[src/hdl/bkc_pkg.sv]
// ----------------------------------------------------------------------------
// bkc_pkg: shared types and constants
// Widths, register indexes, border codes and the control bundle of the
// 3x3 convolution datapath.
// ----------------------------------------------------------------------------
package bkc_pkg;

  localparam int KERNEL_SIZE    = 3;
  localparam int MAX_WIDTH      = 1024;
  localparam int COEF_FRAC_BITS = 8;

  localparam int PIX_W   = 8;
  localparam int COEF_W  = 16;
  localparam int NTAPS   = KERNEL_SIZE * KERNEL_SIZE;
  localparam int ADDR_W  = $clog2(MAX_WIDTH);
  localparam int WREG_W  = 11;
  localparam int HREG_W  = 13;
  localparam int ICOL_W  = ADDR_W + 1;
  localparam int IROW_W  = HREG_W + 1;
  localparam int OROW_W  = HREG_W;
  localparam int PROD_W  = COEF_W + PIX_W + 1;
  localparam int SUM_W   = PROD_W + $clog2(NTAPS);
  localparam int CFG_IDX_W  = 3;
  localparam int CFG_DATA_W = 64;

  localparam logic [CFG_IDX_W-1:0] REG_COEF_LOW  = 3'd0;
  localparam logic [CFG_IDX_W-1:0] REG_COEF_MID  = 3'd1;
  localparam logic [CFG_IDX_W-1:0] REG_COEF_LAST = 3'd2;
  localparam logic [CFG_IDX_W-1:0] REG_BORDER    = 3'd3;
  localparam logic [CFG_IDX_W-1:0] REG_WIDTH     = 3'd4;
  localparam logic [CFG_IDX_W-1:0] REG_HEIGHT    = 3'd5;

  localparam logic [1:0] BM_ZERO   = 2'd0;
  localparam logic [1:0] BM_REPL   = 2'd1;
  localparam logic [1:0] BM_MIRROR = 2'd2;

  typedef logic [KERNEL_SIZE-1:0][PIX_W-1:0] pix_col_t;

  typedef struct packed {
    logic emit;
    logic last;
    logic top;
    logic bot;
    logic lok;
    logic rok;
  } bkc_ctl_t;

endpackage

[src/hdl/bkc_cell.sv]
// ----------------------------------------------------------------------------
// bkc_cell: window column cell
// Holds one three-pixel column and hands it to the next cell.
// ----------------------------------------------------------------------------
module bkc_cell (
  input  logic              clk_i,
  input  logic              rst_ni,
  input  logic              en_i,
  input  bkc_pkg::pix_col_t col_i,
  output bkc_pkg::pix_col_t col_o
);
  import bkc_pkg::*;

  pix_col_t col_q;

  always_ff @(posedge clk_i or negedge rst_ni) begin
    if (!rst_ni) begin
      col_q <= '0;
    end else if (en_i) begin
      col_q <= col_i;
    end
  end

  assign col_o = col_q;

endmodule

[config.mk]
export PLATFORM = sky130hd
export DESIGN_NAME = bkc_cell
export DESIGN_NICKNAME = d
export VERILOG_FILES = /design/src/hdl/bkc_pkg.sv /design/src/hdl/bkc_cell.sv
export SDC_FILE = /design/constraint.sdc
export NUM_CORES = 1
export LEC_CHECK = 0
export BUFFER_PORTS_ARGS = -buffer_cell sky130_fd_sc_hd__clkbuf_2
export CORE_UTILIZATION = 40
export CTS_CLUSTER_DIAMETER = 80
export DETAILED_ROUTE_END_ITERATION = 10
export PLACE_DENSITY = 0.72
export SYNTH_ARGS = -nofsm -noshare
export SYNTH_HDL_FRONTEND = slang
export SYNTH_SLANG_ARGS = --single-unit
[constraint.sdc]
create_clock -name clk_i -period 1.3 [get_ports clk_i]
set_input_delay 0.13 -clock clk_i [delete_from_list [all_inputs] [get_ports clk_i]]
set_output_delay 0.13 -clock clk_i [all_outputs]
set_load 0.005 [all_outputs]
==> run_results.csv <==
group,metric,value,unit
worst_hold_path,hold_class,"input pin to flip-flop",
synthesis,synth.distinct_cells,5,
die,die_area,0.002697,mm^2
die,dieHeight,51.93,um
timing,whs,29.20,ps
synthesis,yosys_warnings,0,
synthesis,syn_area,997.2,um^2
clock_tree,clk_latency,320,ps
setup_path,cp.arrival,840,ps
status,status,"finished clean",
cells_and_area,fill_cells,187,
setup_path,crit_family,"flip-flops",
die,ioPinCount,51,
timing,setup_viol,0,
detailed_routing,drc,0,
timing,rsz0062_at_grt,"no",
placed_design,portBuffers,50,
timing,skew,0,ps
cells_and_area,finalNonFillerCells,132,
cells_and_area,largest_register_ffs,24,
synthesis,syn_area_per_cell,19.55,um^2
cells_and_area,area_growth,31.74,%
detailed_routing,avgRoutedWirePerCell,12.49,um
clock_tree,cts_made_buffers,3,
setup_path,required,1170,ps
setup_path,cp_slowest_cell,"dfrtp_1",
die,core_area,0.002276,mm^2
detailed_routing,viasPerCell,4.598,
pwr,power_density,1274,mW/mm^2
setup_path,critPathCaptureType,"output port",
cells_and_area,nets,132,
placed_design,hpwl,1.222,mm
placed_design,place.gp.congestion,0.6212,
setup_path,slowest_delay,410,ps
global_route,grt_util_all_layers,13.43,%
detailed_routing,dr.pass1.iters,3,
global_route,grt_first_pass_wirelength,2.622,mm
clock_tree,clock_path_buffers,2,
synthesis,synth-seq-cells,24,
timing,period_share,74.98,%
timing,max_freq,1.026,GHz
setup_path,start_kind,"flip-flop",
die,rows,17,
setup_path,cp_cell_sequence,"clkbuf_2",
job,max_cap_violations,0,
timing,relSlewSlack,62.39,%
cells_and_area,post-route-util,57.72,%
setup_path,criticalPathCategory,"flip-flop to output port",
timing,report.final.slew_viol_count,0,
timing,worstMarginPinSlew,564.2,ps
clock_tree,cts_tree,"yes",
timing,fin_tns_setup,0,ps
placed_design,dpl.cell_count,127,
clock_tree,htree_num_levels,1,
cells_and_area,antennaDiodeCount,0,
die,start_util,43.82,%
clock_tree,clock-sinks,24,
clock_tree,root_buffer,"clkbuf_4",
synthesis,synth-seq-area-share,60.23,%
global_route,grt_overflow,0,
synthesis,synthesis.instances,51,
die,fp.dieW,51.93,um
detailed_routing,wirelength,1.649,mm
clock_tree,ctsResizeCount,0,
detailed_routing,drt_iter0_markers,3,
pwr,p_leak,0.7099,nW
detailed_routing,vias,607,
detailed_routing,drtAntennaViolNets,0,
synthesis,synth_fp_nets,78,
timing,hold_viol,0,
timing,period_needed,974.8,ps
setup_path,crit_buf_inv,1,
pwr,max-vdd-ir-drop,1023,uV
clock_tree,clk_pin_slew,130,ps
global_route,grt_max_degree,25,
cells_and_area,drive_gt1_share,75.96,%
setup_path,path_max_fanout,2,
global_route,antenna_found_initial,0,
global_route,grt_pass1_vias,583,
-- cells in the final DEF (no fill, tap or decap), drive strengths merged --
master | Yosys | final
dlygate4sd3 | 0 | 1
mux2 | 24 | 24
buf | 3 | 1
bufinv | 0 | 1
dfrtp | 24 | 24
clkbuf | 0 | 53
-- Yosys cell counts, drive strengths merged --
| library cell | n | area (um^2) |
|---|---|---|
| buf | 3 | 51.30 |
| dfrtp | 24 | 600.6 |
| mux2 | 24 | 345.3 |
-- area by class of cell --
cell class                 instances  area (um^2)  area share [%]
tap                               28        35.03           2.667
sequential                        24        600.6           45.71
timing repair buffer              52        280.3           21.33
multi-input combinational         24        345.3           26.29
clock buffer                       3        22.52           1.714
clock inverter                     1        30.03           2.286
-- where the power goes --
part	internal, mW	switching, mW	leakage (nW)	total, mW
clock network	0.312	0.219	0.0279	0.531
logic	0.185	0.0953	0.401	0.281
registers	0.821	0.0409	0.281	0.862
-- stage by stage --
stage          worst slack (ps)  cell area, um^2  total power [mW]
3_3_place_gp              393.9             1251             1.153
5_1_grt                   273.7             1314             1.755
6_report                  325.2             1314             1.673
4_1_cts                   308.3             1314             1.695
3_5_place_dp              369.5             1251             1.161
2_1_floorplan             505.6            997.2             1.027
-- path summary, 6_finish.rpt --
path	from	end	slack (ps)	cells past startpoint
max in group asynchronous	rst_ni	col_o[16]	610	2
min	col_i[12]	col_o[12]	30	2
max reg2reg	col_o[10]	col_o[10]	520	1
max	col_o[1]	col_o[1]	330	1
min in group asynchronous	rst_ni	col_o[4]	310	2
min reg2reg	col_o[23]	col_o[23]	520	1
-- kinds of logic after synthesis --
kind of cell / share of synthesized area [%]
buf+inv: 5.144
mux: 34.63
flops: 60.23
-- repair_timing --
item,4_1_cts,5_1_grt
hold buffers,1,0
endpoints found under the hold margin,24,0
endpoints found under the setup margin,0,0
buffers inserted,0,0
-- per-layer routing --
metal | up-vias | track usage (%) | share of wire [%]
met3 | 4 | 4.678 | 7.3
met2 | 21 | 19.66 | 50
li1 | 284 | - | -
met4 | 0 | 5.405 | 1.5
met5 | - | 0 | 0
met1 | 298 | 17.98 | 42
Note: power is estimated with default switching activity, not from simulation.
