--- config.mk ---
export PLATFORM = sky130hd
export DESIGN_NAME = bkc_kernel
export DESIGN_NICKNAME = d
export VERILOG_FILES = /design/src/hdl/bkc_pkg.sv /design/src/hdl/bkc_kernel.sv
export SDC_FILE = /design/constraint.sdc
export NUM_CORES = 2
export LEC_CHECK = 0
export ABC_AREA = 1
export BUFFER_PORTS_ARGS = -buffer_cell sky130_fd_sc_hd__buf_4
export CAP_MARGIN = 10
export CORE_ASPECT_RATIO = 0.7
export CORE_UTILIZATION = 60
export CTS_BUF_LIST = sky130_fd_sc_hd__clkbuf_16
export DETAILED_ROUTE_END_ITERATION = 8
export PLACE_DENSITY = 0.78
export RECOVER_POWER = 25
export SLEW_MARGIN = 20
export SYNTH_ARGS = -nofsm -noshare
export SYNTH_HDL_FRONTEND = slang
export SYNTH_SLANG_ARGS = --single-unit
--- constraint.sdc ---
create_clock -name clk_i -period 6.4 [get_ports clk_i]
set_clock_uncertainty 0.15 [all_clocks]
set_input_delay 0.64 -clock clk_i [delete_from_list [all_inputs] [get_ports clk_i]]
set_output_delay 0.64 -clock clk_i [all_outputs]
set_load 0.01 [all_outputs]
--- src/hdl/bkc_pkg.sv ---
// ----------------------------------------------------------------------------
// bkc_pkg: shared types and constants
// Widths, register indexes, border codes and the control bundle of the
// 3x3 convolution datapath.
// ----------------------------------------------------------------------------
package bkc_pkg;

  localparam int KERNEL_SIZE    = 3;
  localparam int MAX_WIDTH      = 1024;
  localparam int COEF_FRAC_BITS = 8;

  localparam int PIX_W   = 8;
  localparam int COEF_W  = 16;
  localparam int NTAPS   = KERNEL_SIZE * KERNEL_SIZE;
  localparam int ADDR_W  = $clog2(MAX_WIDTH);
  localparam int WREG_W  = 11;
  localparam int HREG_W  = 13;
  localparam int ICOL_W  = ADDR_W + 1;
  localparam int IROW_W  = HREG_W + 1;
  localparam int OROW_W  = HREG_W;
  localparam int PROD_W  = COEF_W + PIX_W + 1;
  localparam int SUM_W   = PROD_W + $clog2(NTAPS);
  localparam int CFG_IDX_W  = 3;
  localparam int CFG_DATA_W = 64;

  localparam logic [CFG_IDX_W-1:0] REG_COEF_LOW  = 3'd0;
  localparam logic [CFG_IDX_W-1:0] REG_COEF_MID  = 3'd1;
  localparam logic [CFG_IDX_W-1:0] REG_COEF_LAST = 3'd2;
  localparam logic [CFG_IDX_W-1:0] REG_BORDER    = 3'd3;
  localparam logic [CFG_IDX_W-1:0] REG_WIDTH     = 3'd4;
  localparam logic [CFG_IDX_W-1:0] REG_HEIGHT    = 3'd5;

  localparam logic [1:0] BM_ZERO   = 2'd0;
  localparam logic [1:0] BM_REPL   = 2'd1;
  localparam logic [1:0] BM_MIRROR = 2'd2;

  typedef logic [KERNEL_SIZE-1:0][PIX_W-1:0] pix_col_t;

  typedef struct packed {
    logic emit;
    logic last;
    logic top;
    logic bot;
    logic lok;
    logic rok;
  } bkc_ctl_t;

endpackage

--- src/hdl/bkc_kernel.sv ---
// ----------------------------------------------------------------------------
// bkc_kernel: border fill and weighted sum
// Fill missing rows then columns, register nine products, sum and clamp.
// ----------------------------------------------------------------------------
module bkc_kernel (
  input  logic                         clk_i,
  input  logic                         rst_ni,
  input  logic                         en_i,
  input  logic                         valid_i,
  input  bkc_pkg::bkc_ctl_t            ctl_i,
  input  bkc_pkg::pix_col_t            lcol_i,
  input  bkc_pkg::pix_col_t            ccol_i,
  input  bkc_pkg::pix_col_t            rcol_i,
  input  logic [63:0]                  coef_low_i,
  input  logic [63:0]                  coef_mid_i,
  input  logic [bkc_pkg::COEF_W-1:0]   coef_last_i,
  input  logic [1:0]                   mode_i,
  output logic                         valid_o,
  output logic                         last_o,
  output logic [bkc_pkg::PIX_W-1:0]    pixel_o
);
  import bkc_pkg::*;

  logic [NTAPS*COEF_W-1:0]           coefs;
  logic [KERNEL_SIZE-1:0][PIX_W-1:0] lv, cv, rv, lp, rp;
  logic signed [PROD_W-1:0]          prod_d [NTAPS];
  logic signed [PROD_W-1:0]          prod_q [NTAPS];
  logic                              valid_q, last_q;
  logic signed [SUM_W-1:0]           sum;
  logic [SUM_W-COEF_FRAC_BITS-1:0]   quot;

  function automatic logic [PIX_W-1:0] pad(input logic [1:0] mode,
                                           input logic [PIX_W-1:0] same,
                                           input logic [PIX_W-1:0] opp);
    case (mode)
      BM_REPL:   pad = same;
      BM_MIRROR: pad = opp;
      default:   pad = '0;
    endcase
  endfunction

  function automatic pix_col_t vert(input logic [1:0] mode, input pix_col_t c,
                                    input logic top, input logic bot);
    pix_col_t v;
    v[1] = c[1];
    v[0] = top ? pad(mode, c[1], c[2]) : c[0];
    v[2] = bot ? pad(mode, c[1], c[0]) : c[2];
    vert = v;
  endfunction

  assign coefs = {coef_last_i, coef_mid_i, coef_low_i};

  always_comb begin
    lv = vert(mode_i, lcol_i, ctl_i.top, ctl_i.bot);
    cv = vert(mode_i, ccol_i, ctl_i.top, ctl_i.bot);
    rv = vert(mode_i, rcol_i, ctl_i.top, ctl_i.bot);
    for (int i = 0; i < KERNEL_SIZE; i++) begin
      lp[i] = ctl_i.lok ? lv[i] : pad(mode_i, cv[i], rv[i]);
      rp[i] = ctl_i.rok ? rv[i] : pad(mode_i, cv[i], lp[i]);
    end
    for (int i = 0; i < KERNEL_SIZE; i++) begin
      prod_d[i*3]     = $signed(coefs[(i*3)*COEF_W +: COEF_W]) *
                        $signed({1'b0, lp[i]});
      prod_d[i*3 + 1] = $signed(coefs[(i*3+1)*COEF_W +: COEF_W]) *
                        $signed({1'b0, cv[i]});
      prod_d[i*3 + 2] = $signed(coefs[(i*3+2)*COEF_W +: COEF_W]) *
                        $signed({1'b0, rp[i]});
    end
  end

  always_ff @(posedge clk_i or negedge rst_ni) begin
    if (!rst_ni) begin
      valid_q <= 1'b0;
      last_q  <= 1'b0;
    end else if (en_i) begin
      valid_q <= valid_i && ctl_i.emit;
      last_q  <= ctl_i.last;
    end
  end

  always_ff @(posedge clk_i) begin
    if (en_i) begin
      prod_q <= prod_d;
    end
  end

  always_comb begin
    sum = '0;
    for (int k = 0; k < NTAPS; k++) begin
      sum = sum + SUM_W'(prod_q[k]);
    end
    quot = sum[SUM_W-1:COEF_FRAC_BITS];
    if (sum[SUM_W-1]) begin
      pixel_o = '0;
    end else if (quot > (SUM_W-COEF_FRAC_BITS)'(255)) begin
      pixel_o = 8'd255;
    end else begin
      pixel_o = quot[PIX_W-1:0];
    end
  end

  assign valid_o = valid_q;
  assign last_o  = last_q;

endmodule

==> flow_metrics.tcl <==
set metrics [dict create \
    clk_pin_slew_ns 0.07 \
    worstPathRequired_ns 6.58 \
    cpPeakStageDelay_ns 0.50 \
    min_period_ns 6.31 \
    violations "capacitance limit, slew limit" \
    clock_sinks 227 \
    h-tree-depth 1 \
    hold_class "in2reg" \
    postSynthCellCount 6657 \
    portBuffers 237 \
    antenna_found_initial 6 \
    syn_avg_cell_area_um2 8.43 \
    slew_violations 231 \
    synth_nets 8458 \
    synth_edf_count 225 \
    gp_congestion 1.05 \
    fp.dieH_um 258 \
    end_kind "register" \
    cp_max_fo 14 \
    maxCapViolCount 2 \
    finish.net_count 9284 \
    vias_per_cell 5.45 \
    layout_commonest_cell "inv_1" \
    fin_crit_sh_pct 98.6 \
    drt_wl_total_mm 179 \
    fin_util_pct 70.9 \
    yosys_warnings 0 \
    grt_util_all_layers_pct 38.4 \
    rows 93 \
    fmax_mhz 159 \
    wl_per_cell_um 20.5 \
    grt-ovfl-total 0 \
    final_cell_mix "inv_1 (1,864), fa_1 (1,083), nand2_1 (1,073)" \
    synth_top_area_cell "fa_1" \
    cts_buffers 25 \
    clk_path_buf_depth 3 \
    cp.arrival_ns 6.49 \
    start_util_pct 60.8 \
    finalHoldViolCount 0 \
    fp.dieW_um 368 \
    area_growth_pct 16.6 \
    cp-start-kind "input pin" \
    layout-drive-gt1-share_pct 15.4 \
    yosys.cell_types.count 55 \
    coreArea_mm2 0.0923 \
    cts_root_buf "clkbuf_16" \
    dieArea_mm2 0.0948 \
    synthTopCellsByArea "fa_1 (39%), inv_1 (12%), edfxtp_1 (12%)" \
    synthFlopType "edfxtp_1" \
    worstMarginPinSlew_ns 4.12 \
    syn_area_mm2 0.0561 \
    route.vias.total 47590 \
    clk_latency_ns 0.55 \
    slowest_stage "fa_1" \
    criticalPathCategory "in2reg" \
    maxSlewHeadroom_pct -175 \
    tritoncts "done" \
    route.detailed.drc 0 \
    dr.pass1.iters 6 \
    setup_viol 0 \
    yosysSeqAreaShare_pct 12.1 \
    drtIter0Drc 5567 \
    grt_max_degree 163 \
    dp_hpwl_mm 158 \
    async_reset_ff_share_pct 0.881 \
    grt_pass1_wl_mm 277 \
    synth.top_cell.area_share_pct 39.1 \
    drt.antenna.violating_nets 0 \
    ios 238 \
    ys_ff_latch 227 \
    outcome "complete, but fails checks" \
    grt_pass1_vias 47895 \
]
## metrics by stage
stage	hold WS, ns	cell area (µm²)	TNS (ns)	instances	setup slack [ns]
CTS	0.157	65100	0	8723	0.0318
detailed placement	0.274	64300	-17.82	8678	-0.475
floorplan	0.194	56100	0	6657	0.0489
global placement	0.273	64300	-10.79	8678	-0.408
global route	0.165	65400	-0.137	8735	-0.0441
finish	0.171	65400	0	8737	0.0924
## layout make-up
class,instances,area [µm²]
repair buffers,942,7380
clock buffers,25,626
well taps,1235,1550
clock inverters,19,156
fillers,7318,26900
inverters,1888,7090
diodes,2,5.00
flip-flops and latches,227,6810
multi-input cells,4399,41800
## final timing paths
| kind | from | end | slack [ns] | depth (start not counted) |
|---|---|---|---|---|
| worst max-delay path | mode_i[0] | prod_q[220] | 0.09 | 29 |
| worst min-delay path | ctl_i[4] | last_o | 0.17 | 2 |
| worst max register to register | valid_o | valid_o | 5.45 | 2 |
| worst min register to register | last_o | last_o | 0.36 | 1 |
| max in group asynchronous | rst_ni | last_o | 5.72 | 2 |
| min in group asynchronous | rst_ni | last_o | 0.25 | 2 |
## registers in the layout (all words and copies together), names as in the netlist
register	cells
valid_o	1
prod_q	225
last_o	1
## worst max-delay path: cells and delay by family
family	cells	cell delay [ns]
XOR/XNOR	1	0.29
AO/OA/AOI/OAI	7	1.65
adder cells (fa/ha/maj)	6	2.47
buffers and inverters	9	0.97
AND/OR/NAND/NOR	6	0.45
## synthesized netlist by cell type, drive strengths merged (48+ instances only)
| cell type | n |
|---|---|
| o21ai | 176 |
| edfxtp | 225 |
| clkbuf | 87 |
| buf | 57 |
| fa | 1095 |
| ha | 478 |
| o22ai | 48 |
| nand2 | 1097 |
| nor2 | 627 |
| a21oi | 346 |
| xor2 | 117 |
| nand3 | 83 |
| inv | 1887 |
| xnor2 | 109 |
## logic make-up (layout without fill, tap and decap cells)
family	Yosys count	count (layout)	synth area share (%)
AND/OR/NAND/NOR	1895	1896	13.3
multiplexers	1	1	0.0201
other	0	2	0
AO/OA/AOI/OAI	703	703	7.36
flip-flops	227	227	12.1
XOR/XNOR	226	226	3.53
buffers and inverters	2032	2874	13.9
adder cells (fa/ha/maj)	1573	1573	49.7
## routing by layer
layer	track usage, %	routed length (µm)	vias to the layer above
met5	0	10	-
met4	6.34	3630	2
met3	10.5	22700	234
met2	55.3	74100	2585
met1	58.7	78600	23335
li1	-	-	21434
## repair_timing
item / in CTS / in global routing
gates cloned: 0 / 1
pin swaps: 0 / 14
setup endpoints to repair: 8 / 53
resized for setup: 2 / 89
hold buffers: 1 / 0
endpoints found under the hold margin: 2 / 0
setup buffers: 0 / 11
Power is left out: the tool's default activity adds up to more than one toggle a clock period on the data nets, which glitch-free logic cannot reach.
